<file path="config.mk">
export PLATFORM = sky130hd
export DESIGN_NAME = bank_mapper_with_rtc_top
export DESIGN_NICKNAME = d
export VERILOG_FILES = /design/src/hw/rtl/bmrtc_pkg.sv /design/src/hw/rtl/bank_mapper_with_rtc_top.sv
export VERILOG_INCLUDE_DIRS = /design/src /design/src/hw/rtl
export SDC_FILE = /design/constraint.sdc
export NUM_CORES = 1
export LEC_CHECK = 0
export BUFFER_PORTS_ARGS = -buffer_cell sky130_fd_sc_hd__buf_4
export CORE_MARGIN = 8
export CORE_UTILIZATION = 60
export CTS_BUF_LIST = sky130_fd_sc_hd__clkbuf_16
export CTS_CLUSTER_DIAMETER = 50
export DETAILED_ROUTE_END_ITERATION = 12
export PLACE_DENSITY = 0.81
export RECOVER_POWER = 50
export SLEW_MARGIN = 30
export SYNTH_ARGS = -nofsm -noshare
export SYNTH_HDL_FRONTEND = slang
export SYNTH_SLANG_ARGS = --single-unit
</file>
<file path="constraint.sdc">
create_clock -name i_clk -period 6.1 [get_ports i_clk]
set_clock_uncertainty 0.2 [all_clocks]
set_input_delay 0.305 -clock i_clk [delete_from_list [all_inputs] [get_ports i_clk]]
set_output_delay 0.305 -clock i_clk [all_outputs]
set_load 0.01 [all_outputs]
</file>
<file path="src/hw/rtl/bank_mapper_with_rtc_top_assert.svh">
// assertion macros for the bank mapper with rtc
// used by bank_mapper_with_rtc_top.sv, expects i_clk and i_rst_n in scope
`ifndef BANK_MAPPER_WITH_RTC_TOP_ASSERT_SVH
`define BANK_MAPPER_WITH_RTC_TOP_ASSERT_SVH

// same-cycle implication
`define BMRTC_ASSERT_NOW(label, ante, cons, msg) \
    label: assert property (@(posedge i_clk) disable iff (!i_rst_n) \
        (ante) |-> (cons)) else $error(msg);

// next-cycle implication
`define BMRTC_ASSERT_NEXT(label, ante, cons, msg) \
    label: assert property (@(posedge i_clk) disable iff (!i_rst_n) \
        (ante) |=> (cons)) else $error(msg);

`endif

</file>
<file path="src/hw/rtl/bmrtc_pkg.sv">
// types and constants for the bank mapper with rtc
// no dependencies
`timescale 1ns / 1ps

package bmrtc_pkg;

    typedef enum logic [2:0] {
        TGT_COMMON = 3'd0,
        TGT_ROM    = 3'd1,
        TGT_RAM    = 3'd2,
        TGT_REG    = 3'd3,
        TGT_NONE   = 3'd4
    } t_target;

    typedef enum logic [1:0] {
        REQ_READ  = 2'd0,
        REQ_WRITE = 2'd1,
        REQ_TICK  = 2'd2,
        REQ_NOP   = 2'd3
    } t_req;

    localparam int unsigned CPS_W    = 25;
    localparam int unsigned ACC_W    = 24;
    localparam int unsigned PHYS_W   = 21;
    localparam int unsigned IN_DW    = 40;
    localparam int unsigned OUT_DW   = 32;

    localparam logic [CPS_W-1:0] CPS_RESET = 25'd4194304;
    localparam logic [ACC_W-1:0] ACC_MAX   = 24'hFFFFFF;

    localparam logic [3:0] ENABLE_CODE  = 4'hA;
    localparam logic [3:0] DISABLE_CODE = 4'h0;
    localparam logic [7:0] DAY_HI_MASK  = 8'hC1;
    localparam logic [7:0] DAY_CARRY    = 8'h80;
    localparam logic [7:0] DAY_BIT8_CLR = 8'hFE;
    localparam logic [7:0] OPEN_BUS     = 8'hFF;
    localparam int unsigned HALT_BIT    = 6;

    localparam logic [3:0] SEL_SEC    = 4'd8;
    localparam logic [3:0] SEL_MIN    = 4'd9;
    localparam logic [3:0] SEL_HOUR   = 4'd10;
    localparam logic [3:0] SEL_DAY_LO = 4'd11;
    localparam logic [3:0] SEL_DAY_HI = 4'd12;

    localparam logic [5:0] SEC_LIMIT  = 6'd60;
    localparam logic [5:0] MIN_LIMIT  = 6'd60;
    localparam logic [4:0] HOUR_LIMIT = 5'd24;

endpackage

</file>
<file path="src/hw/rtl/bank_mapper_with_rtc_top.sv">
// cartridge bank mapper with real-time clock, single-pass datapath
// depends on bmrtc_pkg.sv and bank_mapper_with_rtc_top_assert.svh
//
//  channel  | direction | tdata                                  | tuser
//  s_axis   | in        | address, write_value, cycles           | req_type
//  m_axis   | out       | phys_address, read_data, ram_write,    | target
//           |           | ram_dirty                              |
//  cfg      | in        | cycles_per_second                      | -
//
// one request per cycle unless the result stalls; an accepted request loads the
// input register, and its decode and clock update then load the result register
// synchronous active-low reset sets rom bank 1, clears the clock and
// accumulator, and sets cycles_per_second to 4194304
// a stalled result holds; the input register takes a request only while it
// is empty or its request moves into the result register
`timescale 1ns / 1ps
`include "bank_mapper_with_rtc_top_assert.svh"

module bank_mapper_with_rtc_top #(
    parameter int unsigned ROM_BANK_BITS = 7,
    parameter int unsigned RAM_BANK_SIZE = 8192
) (
    input  logic                              i_clk,
    input  logic                              i_rst_n,
    input  logic                              i_s_tvalid,
    output logic                              o_s_tready,
    // [15:0] address, [23:16] write_value, [39:24] cycles
    input  logic [bmrtc_pkg::IN_DW-1:0]       i_s_tdata,
    // [1:0] req_type
    input  logic [1:0]                        i_s_tuser,
    output logic                              o_m_tvalid,
    input  logic                              i_m_tready,
    // [20:0] phys_address, [28:21] read_data, [29] ram_write, [30] ram_dirty,
    // [31] zero
    output logic [bmrtc_pkg::OUT_DW-1:0]      o_m_tdata,
    // [2:0] target
    output logic [2:0]                        o_m_tuser,
    input  logic                              i_cfg_we,
    input  logic [bmrtc_pkg::CPS_W-1:0]       i_cfg_wdata
);

    localparam int unsigned OffW = $clog2(RAM_BANK_SIZE);

    // input register
    logic                      r_in_valid;
    bmrtc_pkg::t_req           r_in_req;
    logic [15:0]               r_in_addr;
    logic [7:0]                r_in_val;
    logic [15:0]               r_in_cyc;

    // result register
    logic                          r_out_valid;
    bmrtc_pkg::t_target            r_out_target;
    logic [bmrtc_pkg::PHYS_W-1:0]  r_out_phys;
    logic [7:0]                    r_out_data;
    logic                          r_out_wr;
    logic                          r_out_dirty;

    // mapper and clock state
    logic [bmrtc_pkg::CPS_W-1:0]   r_cps;
    logic [ROM_BANK_BITS-1:0]      r_rom_bank;
    logic [3:0]                    r_ram_sel;
    logic                          r_ram_en;
    logic [7:0]                    r_last_latch;
    logic [5:0]                    r_sec;
    logic [5:0]                    r_min;
    logic [4:0]                    r_hour;
    logic [7:0]                    r_day_lo;
    logic [7:0]                    r_day_hi;
    logic [7:0]                    r_latched [5];
    logic [bmrtc_pkg::ACC_W-1:0]   r_acc;
    logic                          r_dirty;

    logic [ROM_BANK_BITS-1:0]      n_rom_bank;
    logic [3:0]                    n_ram_sel;
    logic                          n_ram_en;
    logic [7:0]                    n_last_latch;
    logic [5:0]                    n_sec;
    logic [5:0]                    n_min;
    logic [4:0]                    n_hour;
    logic [7:0]                    n_day_lo;
    logic [7:0]                    n_day_hi;
    logic                          n_latch;
    logic [bmrtc_pkg::ACC_W-1:0]   n_acc;
    logic                          n_dirty;

    bmrtc_pkg::t_target            n_target;
    logic [bmrtc_pkg::PHYS_W-1:0]  n_phys;
    logic [7:0]                    n_data;
    logic                          n_wr;

    logic                          adv;
    logic                          step;
    logic                          in_ram_win;
    logic [bmrtc_pkg::PHYS_W-1:0]  ram_phys;
    logic [bmrtc_pkg::PHYS_W-1:0]  rom_phys;
    logic [ROM_BANK_BITS-1:0]      bank_wr;

    // one-second advance
    logic [5:0]                    sec_inc;
    logic [5:0]                    min_inc;
    logic [4:0]                    hour_inc;
    logic [7:0]                    day_inc;
    logic                          c_sec;
    logic                          c_min;
    logic                          c_hour;
    logic                          c_day;
    logic [5:0]                    a_sec;
    logic [5:0]                    a_min;
    logic [4:0]                    a_hour;
    logic [7:0]                    a_day_lo;
    logic [7:0]                    a_day_hi;

    // tick accumulator
    logic [bmrtc_pkg::CPS_W-1:0]   sum;
    logic                          sum_ge;
    logic [bmrtc_pkg::CPS_W-1:0]   sum_sub;

    assign adv        = !r_out_valid || i_m_tready;
    assign step       = r_in_valid && adv;
    assign o_s_tready = !r_in_valid || adv;

    assign o_m_tvalid = r_out_valid;
    assign o_m_tuser  = r_out_target;
    assign o_m_tdata  = {1'b0, r_out_dirty, r_out_wr, r_out_data, r_out_phys};

    assign in_ram_win = (r_in_addr[15:13] == 3'b101);
    assign ram_phys   = bmrtc_pkg::PHYS_W'({r_ram_sel[1:0], r_in_addr[OffW-1:0]});
    assign rom_phys   = bmrtc_pkg::PHYS_W'({r_rom_bank, r_in_addr[13:0]});
    assign bank_wr    = ROM_BANK_BITS'(r_in_val);

    assign sec_inc  = r_sec + 6'd1;
    assign min_inc  = r_min + 6'd1;
    assign hour_inc = r_hour + 5'd1;
    assign day_inc  = r_day_lo + 8'd1;
    assign c_sec    = (sec_inc == bmrtc_pkg::SEC_LIMIT);
    assign c_min    = c_sec && (min_inc == bmrtc_pkg::MIN_LIMIT);
    assign c_hour   = c_min && (hour_inc == bmrtc_pkg::HOUR_LIMIT);
    assign c_day    = c_hour && (day_inc == 8'd0);
    assign a_sec    = c_sec ? 6'd0 : sec_inc;
    assign a_min    = c_sec ? (c_min ? 6'd0 : min_inc) : r_min;
    assign a_hour   = c_min ? (c_hour ? 5'd0 : hour_inc) : r_hour;
    assign a_day_lo = c_hour ? day_inc : r_day_lo;
    assign a_day_hi = !c_day ? r_day_hi :
                      r_day_hi[0] ? ((r_day_hi & bmrtc_pkg::DAY_BIT8_CLR)
                                     | bmrtc_pkg::DAY_CARRY)
                                  : (r_day_hi | 8'h01);

    assign sum     = bmrtc_pkg::CPS_W'(r_acc) + bmrtc_pkg::CPS_W'(r_in_cyc);
    assign sum_ge  = (sum >= r_cps);
    assign sum_sub = sum_ge ? (sum - r_cps) : sum;

    always_comb begin
        n_rom_bank   = r_rom_bank;
        n_ram_sel    = r_ram_sel;
        n_ram_en     = r_ram_en;
        n_last_latch = r_last_latch;
        n_sec        = r_sec;
        n_min        = r_min;
        n_hour       = r_hour;
        n_day_lo     = r_day_lo;
        n_day_hi     = r_day_hi;
        n_latch      = 1'b0;
        n_acc        = r_acc;
        n_dirty      = r_dirty;
        n_target     = bmrtc_pkg::TGT_NONE;
        n_phys       = '0;
        n_data       = 8'd0;
        n_wr         = 1'b0;

        case (r_in_req)
            bmrtc_pkg::REQ_READ: begin
                if (r_in_addr[15:14] == 2'b00) begin
                    n_target = bmrtc_pkg::TGT_ROM;
                    n_phys   = bmrtc_pkg::PHYS_W'(r_in_addr);
                end else if (r_in_addr[15:14] == 2'b01) begin
                    n_target = bmrtc_pkg::TGT_ROM;
                    n_phys   = rom_phys;
                end else if (in_ram_win) begin
                    n_target = bmrtc_pkg::TGT_REG;
                    n_data   = bmrtc_pkg::OPEN_BUS;
                    if (r_ram_en) begin
                        if (r_ram_sel[3:2] == 2'b00) begin
                            n_target = bmrtc_pkg::TGT_RAM;
                            n_data   = 8'd0;
                            n_phys   = ram_phys;
                        end else if (r_ram_sel >= bmrtc_pkg::SEL_SEC &&
                                     r_ram_sel <= bmrtc_pkg::SEL_DAY_HI) begin
                            n_data = r_latched[3'(r_ram_sel - bmrtc_pkg::SEL_SEC)];
                        end
                    end
                end else begin
                    n_target = bmrtc_pkg::TGT_COMMON;
                end
            end
            bmrtc_pkg::REQ_WRITE: begin
                if (r_in_addr[15:13] == 3'b000) begin
                    if (r_in_val[3:0] == bmrtc_pkg::ENABLE_CODE) begin
                        n_ram_en = 1'b1;
                    end else if (r_in_val[3:0] == bmrtc_pkg::DISABLE_CODE) begin
                        n_ram_en = 1'b0;
                    end
                end else if (r_in_addr[15:13] == 3'b001) begin
                    n_rom_bank = (bank_wr == '0) ? ROM_BANK_BITS'(1) : bank_wr;
                end else if (r_in_addr[15:13] == 3'b010) begin
                    n_ram_sel = r_in_val[3:0];
                end else if (r_in_addr[15:13] == 3'b011) begin
                    n_latch      = (r_in_val == 8'd1) && (r_last_latch == 8'd0);
                    n_last_latch = r_in_val;
                end else if (in_ram_win) begin
                    if (r_ram_en) begin
                        if (r_ram_sel[3:2] == 2'b00) begin
                            n_target = bmrtc_pkg::TGT_RAM;
                            n_wr     = 1'b1;
                            n_phys   = ram_phys;
                            n_dirty  = 1'b1;
                        end else begin
                            unique case (r_ram_sel)
                                bmrtc_pkg::SEL_SEC:    n_sec    = r_in_val[5:0];
                                bmrtc_pkg::SEL_MIN:    n_min    = r_in_val[5:0];
                                bmrtc_pkg::SEL_HOUR:   n_hour   = r_in_val[4:0];
                                bmrtc_pkg::SEL_DAY_LO: n_day_lo = r_in_val;
                                bmrtc_pkg::SEL_DAY_HI:
                                    n_day_hi = r_in_val & bmrtc_pkg::DAY_HI_MASK;
                                default: ;
                            endcase
                        end
                    end
                end else begin
                    n_target = bmrtc_pkg::TGT_COMMON;
                end
            end
            bmrtc_pkg::REQ_TICK: begin
                if (!r_day_hi[bmrtc_pkg::HALT_BIT]) begin
                    if (sum_ge) begin
                        n_sec    = a_sec;
                        n_min    = a_min;
                        n_hour   = a_hour;
                        n_day_lo = a_day_lo;
                        n_day_hi = a_day_hi;
                    end
                    n_acc = sum_sub[bmrtc_pkg::CPS_W-1] ? bmrtc_pkg::ACC_MAX
                                                        : sum_sub[bmrtc_pkg::ACC_W-1:0];
                end
            end
            default: ;
        endcase
    end

    always_ff @(posedge i_clk) begin
        if (!i_rst_n) begin
            r_in_valid   <= 1'b0;
            r_out_valid  <= 1'b0;
            r_cps        <= bmrtc_pkg::CPS_RESET;
            r_rom_bank   <= ROM_BANK_BITS'(1);
            r_ram_sel    <= 4'd0;
            r_ram_en     <= 1'b0;
            r_last_latch <= 8'd0;
            r_sec        <= 6'd0;
            r_min        <= 6'd0;
            r_hour       <= 5'd0;
            r_day_lo     <= 8'd0;
            r_day_hi     <= 8'd0;
            r_acc        <= '0;
            r_dirty      <= 1'b0;
            for (int i = 0; i < 5; i++) begin
                r_latched[i] <= 8'd0;
            end
        end else begin
            if (i_cfg_we) begin
                r_cps <= i_cfg_wdata;
            end
            if (o_s_tready) begin
                r_in_valid <= i_s_tvalid;
            end
            if (adv) begin
                r_out_valid <= r_in_valid;
            end
            if (step) begin
                r_rom_bank   <= n_rom_bank;
                r_ram_sel    <= n_ram_sel;
                r_ram_en     <= n_ram_en;
                r_last_latch <= n_last_latch;
                r_sec        <= n_sec;
                r_min        <= n_min;
                r_hour       <= n_hour;
                r_day_lo     <= n_day_lo;
                r_day_hi     <= n_day_hi;
                r_acc        <= n_acc;
                r_dirty      <= n_dirty;
                if (n_latch) begin
                    r_latched[0] <= {2'b00, r_sec};
                    r_latched[1] <= {2'b00, r_min};
                    r_latched[2] <= {3'b000, r_hour};
                    r_latched[3] <= r_day_lo;
                    r_latched[4] <= r_day_hi;
                end
            end
        end
    end

    // payload registers
    always_ff @(posedge i_clk) begin
        if (o_s_tready && i_s_tvalid) begin
            r_in_req  <= bmrtc_pkg::t_req'(i_s_tuser);
            r_in_addr <= i_s_tdata[15:0];
            r_in_val  <= i_s_tdata[23:16];
            r_in_cyc  <= i_s_tdata[39:24];
        end
        if (step) begin
            r_out_target <= n_target;
            r_out_phys   <= n_phys;
            r_out_data   <= n_data;
            r_out_wr     <= n_wr;
            r_out_dirty  <= n_dirty;
        end
    end

    `BMRTC_ASSERT_NOW(a_rom_bank_nonzero, 1'b1, r_rom_bank != '0, "rom bank is zero")
    `BMRTC_ASSERT_NOW(a_wr_is_ram, r_out_valid && r_out_wr, r_out_target == bmrtc_pkg::TGT_RAM, "ram write without ram target")
    `BMRTC_ASSERT_NOW(a_reg_no_addr, r_out_valid && r_out_target == bmrtc_pkg::TGT_REG, r_out_phys == '0, "register data with address")
    `BMRTC_ASSERT_NEXT(a_dirty_sticky, r_dirty, r_dirty, "dirty flag dropped")
    `BMRTC_ASSERT_NEXT(a_halt_holds_acc, step && r_in_req == bmrtc_pkg::REQ_TICK && r_day_hi[bmrtc_pkg::HALT_BIT], $stable(r_acc) && $stable(r_sec), "halted clock moved")

endmodule
</file>
# Word level (Yosys, flattened, before mapping)
# Memory sizes are Yosys's and may differ from the RTL's.
# Cells that the tools add are included.
[word_totals]
regBits = 181
ramBits = 40
in_bits = 72
out_inout_bits = 37
word_cells = 243
n_memories = 1
[mem_list]
columns = ["memory", "depth", "width", "rd", "rd_ports_with_merged_regs", "wr", "line_no", "rtl"]
rows = [
  ["r_latched", 5, 8, 1, 0, 5, "bank_mapper_with_rtc_top.sv:70", "logic [7:0] r_latched [5];"],
]
[classes]
add_sub_neg = 7
n_lt_le_gt_ge = 3
n_eq_ne = 36
muxes = 118
bitwise = 16
n_reduce_logical = 36
[ops]
columns = ["operator", "n"]
rows = [
  ["2-to-1 mux 8 bit", 31],
  ["2-to-1 mux 6 bit", 23],
  ["2-to-1 mux 15 bit", 7],
  ["2-to-1 mux 5 bit", 12],
  ["AND reduction 13 bit", 4],
  ["2-to-1 mux 21 bit", 2],
  ["case mux 21 bit (2 select lines)", 1],
  ["case mux 8 bit (2 select lines)", 2],
  ["2-to-1 mux 3 bit", 10],
  ["!= test 2 bit, second input constant", 14],
  ["adder 24 x 16 -> 25 bit", 1],
  ["greater-or-equal comparator 25 bit", 1],
  ["2-to-1 mux 25 bit", 1],
  ["subtractor 25 bit", 1],
  ["equality test 4 bit, second input constant", 6],
  ["2-to-1 mux 24 bit", 1],
  ["case mux 6 bit (2 select lines)", 2],
  ["2-to-1 mux 1 bit", 23],
  ["zero test 8 bit", 2],
  ["AND reduction 14 bit", 1],
  ["adder 6 x 1 -> 6 bit, second input constant", 2],
  ["equality test 6 bit, second input constant", 2],
  ["AND reduction 12 bit", 1],
  ["NOT 1 bit", 11],
  ["33 further kinds", 55],
]

# Depth between registers and ports, before layout
[depth]
word_depth = 12
ltp_mapped = 20
mapped_depth_nobuf = 18

# Worst setup path after synthesis
# OpenSTA, ideal clock, no wires.
[synth_path]
path_type = "reg-to-reg"
start = "register r_in_cyc[1]"
end = "register r_min[1]"
setup_ps = 116
arrival_time_ps = 4532
required_ps = 5784
slack_ps = 1252
stages_incl_launch_ff = 18
path_buffers = 0
synth_period_minus_slack_ps = 4848
cell_sequence = "edfxtp_1 -> ha_1 -> a211oi_1 -> o211ai_1 -> a221oi_1 -> o211ai_1 -> a211o_1 -> and4_1 -> or2_2 -> ha_1 -> and4_1 -> and3_1 -> a22oi_1 -> nand3_1 -> o31ai_2 -> o32a_1 -> or4_1 -> o211a_1"
[synth_between]
elab_chain_len = 4
[synth_rtl]
columns = ["element", "line_no", "rtl"]
rows = [
  ["start, declared", "bank_mapper_with_rtc_top.sv:49", "logic [15:0] r_in_cyc;"],
  ["start signal, assigned", "bank_mapper_with_rtc_top.sv:308", "r_in_cyc <= i_s_tdata[39:24];"],
  ["adder 24 x 16 -> 25 bit", "bank_mapper_with_rtc_top.sv:149", "assign sum = bmrtc_pkg::CPS_W'(r_acc) + bmrtc_pkg::CPS_W'(r_in_cyc);"],
  ["greater-or-equal comparator 25 bit", "bank_mapper_with_rtc_top.sv:150", "assign sum_ge = (sum >= r_cps);"],
  ["!= test 2 bit (no line)", "-", ""],
  ["AND reduction 13 bit (no line)", "-", ""],
  ["end signal, assigned", "bank_mapper_with_rtc_top.sv:285", "r_min <= n_min;"],
  ["end, declared", "bank_mapper_with_rtc_top.sv:66", "logic [5:0] r_min;"],
]
# Every way passes these cells.
# A chain may end at the register's enable or synchronous reset.

# Final worst setup path
[layout_path]
start = "register r_in_cyc[0]"
end = "register r_acc[12] (netlist bit)"
[layout_between]
elab_chain_len = 4
word_cells_on_any_way = 5
classes_between = "add/sub: 2; order compare: 1; mux: 2"
[layout_rtl]
columns = ["element", "line_no", "rtl"]
rows = [
  ["adder 24 x 16 -> 25 bit *", "bank_mapper_with_rtc_top.sv:149", ""],
  ["subtractor 25 bit or greater-or-equal comparator 25 bit (tied branches)", "bank_mapper_with_rtc_top.sv:151, bank_mapper_with_rtc_top.sv:150", ""],
  ["2-to-1 mux 25 bit *", "bank_mapper_with_rtc_top.sv:151", "assign sum_sub = sum_ge ? (sum - r_cps) : sum;"],
  ["2-to-1 mux 24 bit *", "bank_mapper_with_rtc_top.sv:242", "n_acc = sum_sub[bmrtc_pkg::CPS_W-1] ? bmrtc_pkg::ACC_MAX"],
  ["end signal, assigned", "bank_mapper_with_rtc_top.sv:289", "r_acc <= n_acc;"],
  ["end, declared", "bank_mapper_with_rtc_top.sv:71", "logic [bmrtc_pkg::ACC_W-1:0] r_acc;"],
]
# Mark *: on every way between the ends. The rest lies on a longest branch, timed or not.

==> metrics.yaml <==
outcome:
  outcome: "finished, violations left"
  violations: "capacitance limit, slew limit"
synthesis:
  synth_top_family_by_area: "compound AO/OA/AOI/OAI gates"
  syn_inst: 1152
  ys_types: 80
  ys_ff_latch: 207
  synth_nets: 1273
  muxShareOfSynthArea_pct: 5.279
  ys_seq_area_share_pct: 46.45
  yosys_warnings: 0
  synthSimpleGateAreaFrac_pct: 18.11
  synth_adder_area_share_pct: 5.627
  synth_edf_count: 104
  syn_avg_cell_area_um2: 9.690
  synth-compound-area-share_pct: 18.37
  async_reset_ff_share_pct: 0
  syn-cell-area_um2: 11160
  synth-xor-area-share_pct: 2.668
  yosys_most_used_dff: "edfxtp_1"
placement:
  dp_cells: 1447
  place_congestion: 0.8949
  port_buffers: 107
  place_hpwl_um: 19030
  placed_cell_area_um2: 12110
floorplanning:
  io_pins: 109
  core_area_um2: 18460
  die_y_um: 152.4
  num_rows: 50
  die_w_um: 152.4
  dieArea_um2: 23230
  initial_core_util_pct: 60.49
clock_network:
  h-tree-depth: 1
  clk_pin_slew_ps: 60
  clock-root-buffer: "clkbuf_16"
  numCtsBuffers: 26
  cts_resized: 0
  clockBufferDepth: 3
  clk_latency_ps: 540
  cts_tree: "done"
  cts_sinks: 207
setup_path:
  required_ps: 6260
  setup.worst_path.start_class: "register"
  worst-setup-path-type: "register to register"
  path_max_fanout: 25
  endpoint_kind: "register"
  critPathArrivalTime_ps: 5880
sta:
  whs_ps: 67.91
  fmax_ghz: 0.1748
  final_hold_viol_count: 0
  min_period_ps: 5722
  rsz0062_at_grt: "false"
  worst_slew_pin_slew_ps: 3012
  fin_tns_setup_ps: 0
  timing.slew.headroom_pct: -100.8
  drv_slew: 200
  setup_viol: 0
  fin_crit_sh_pct: 93.80
route:
  post-route-drc-count: 0
  antenna_left: 0
  drt_iter0_drc: 853
  routed_wl_um: 29230
  wl_per_cell_um: 18.69
  viasPerCell: 6.033
  route.vias.total: 9436
  drt-pass1-iter-count: 5
grt:
  grt_start_max_net_pins: 61
  grt.overflow.total: 0
  grt_pass1_wl_um: 46900
  grt_pass1_vias: 9250
  antenna_found_initial: 1
  grt_usage_pct: 24.43
power_and_ir_drop:
  p_sw_mw: 0.9457
  p_clk_share_pct: 43.1
  vdd_drop_max_uv: 233.2
  p_comb_share_pct: 14.2
  power_density_nw_per_um2: 268.3
  p_int_mw: 2.683
  netSwitchingFraction_pct: 26.06
  leakagePower_nw: 5.393
  seq_power_share_pct: 42.7
min_path:
  worstHoldPathType: "primary input to register"
finish:
  area_growth_pct: 21.13
  final_nets: 1431
  nFillCells: 1300
  drive_above_1_share_pct: 11.51
  finalNonFillerCells: 1564
  utilization_pct: 73.27
  final_cell_area_um2: 13520
flow_run:
  cap_viol_max_count: 4
routing by layer:
layer,GRT usage (%),vias up,share of wire [%]
li1,-,4555,-
met1,29.44,4366,40
met2,42.60,434,50
met3,3.630,81,6.8
met4,10.99,0,3.8
met5,0,-,0
registers in the layout, summed over array words and instances (netlist names), 7 cells and up, named ones only:
signal        count
r_latched        28
r_cps            25
r_acc            24
r_out_phys       21
r_in_addr        16
r_in_cyc         16
r_day_lo          8
r_in_val          8
r_last_latch      8
r_out_data        8
r_rom_bank        7
cell families (layout without fill, tap and decap cells):
family	after synthesis	count (layout)
multiplexers	52	52
XOR/XNOR	34	34
other	1	2
buffers and inverters	97	274
AO/OA/AOI/OAI	310	310
adder cells (fa/ha/maj)	49	49
AND/OR/NAND/NOR	402	402
flip-flops	207	207
cells in the mapped netlist, types with 20 or more instances:
cell type | number | area, um^2
edfxtp_1 | 104 | 3123
dfxtp_1 | 103 | 2062
nor2_1 | 98 | 367.9
nand2_1 | 95 | 356.6
o21ai_0 | 79 | 395.4
a21oi_1 | 72 | 360.4
ha_1 | 47 | 588.1
and2_1 | 46 | 287.8
inv_1 | 43 | 161.4
clkbuf_1 | 42 | 157.7
mux2i_1 | 42 | 420.4
nand3_1 | 41 | 205.2
and3_1 | 26 | 162.7
xnor2_1 | 21 | 183.9
a21o_1 | 20 | 150.1
a31oi_1 | 20 | 125.1
through the flow:
step	power, mW	setup WS (ps)
CTS	3.625	456.8
global route	3.747	23.72
floorplan	1.900	1252
global placement	2.043	596.5
detailed placement	2.050	448.1
finish	3.628	378.4
timing repair:
| item | 4_1_cts | 5_1_grt |
|---|---|---|
| buffers inserted | 0 | 0 |
| hold buffers | 69 | 0 |
| hold endpoints to repair | 69 | 0 |
power groups by stage:
stage          registers [mW]  logic, mW  clock network [mW]
2_1_floorplan            1.57      0.333                   0
4_1_cts                  1.54      0.519                1.56
3_3_place_gp             1.57      0.473                   0
5_1_grt                  1.55      0.568                1.63
6_report                 1.55      0.516                1.56
3_5_place_dp             1.57      0.478                   0
worst paths after layout:
check	startpoint	endpoint	slack, ps	depth (start not counted)
max	r_in_cyc[0]	r_acc[12]	380	18
min	i_cfg_we	r_cps[22]	70	3
max reg2reg	r_in_cyc[0]	r_acc[12]	380	18
min reg2reg	r_rom_bank[1]	r_rom_bank[1]	250	2
worst max-delay path, cell delays in order (launching register included):
cell and delay (ps):
edfxtp_1 390, ha_1 250, fa_1 430, a211o_1 290, a211o_1 280, o211ai_1 140
and3_1 240, a21oi_1 170, and4_1 250, or2_2 280, ha_1 420, a21o_1 230
a21o_1 170, a21oi_1 190, nand3_1 130, o31ai_2 190, buf_4 330, o211a_1 760
a31oi_1 180
cell type report:
class / count / area [um^2] / share of cell area, %
clock inverter: 21 / 226.5 / 1.675
clock buffer: 26 / 650.6 / 4.812
timing repair buffer: 183 / 1393 / 10.30
antenna: 1 / 2.502 / 0.01851
tap: 234 / 292.8 / 2.165
inverter: 44 / 165.2 / 1.221
sequential: 207 / 5185 / 38.35
multi-input combinational: 848 / 5607 / 41.46
cell usage in the layout (no fill, tap or decap), types with 44 or more instances in the layout:
cell / Yosys / layout
dlygate4sd3_1: 0 / 69
edfxtp_1: 104 / 104
and2_1: 46 / 44
o21ai_0: 79 / 79
a21oi_1: 72 / 72
nor2_1: 98 / 96
inv_1: 43 / 47
nand2_1: 95 / 94
dfxtp_1: 103 / 103
ha_1: 47 / 47
Note: power is estimated with default switching activity, not from simulation.
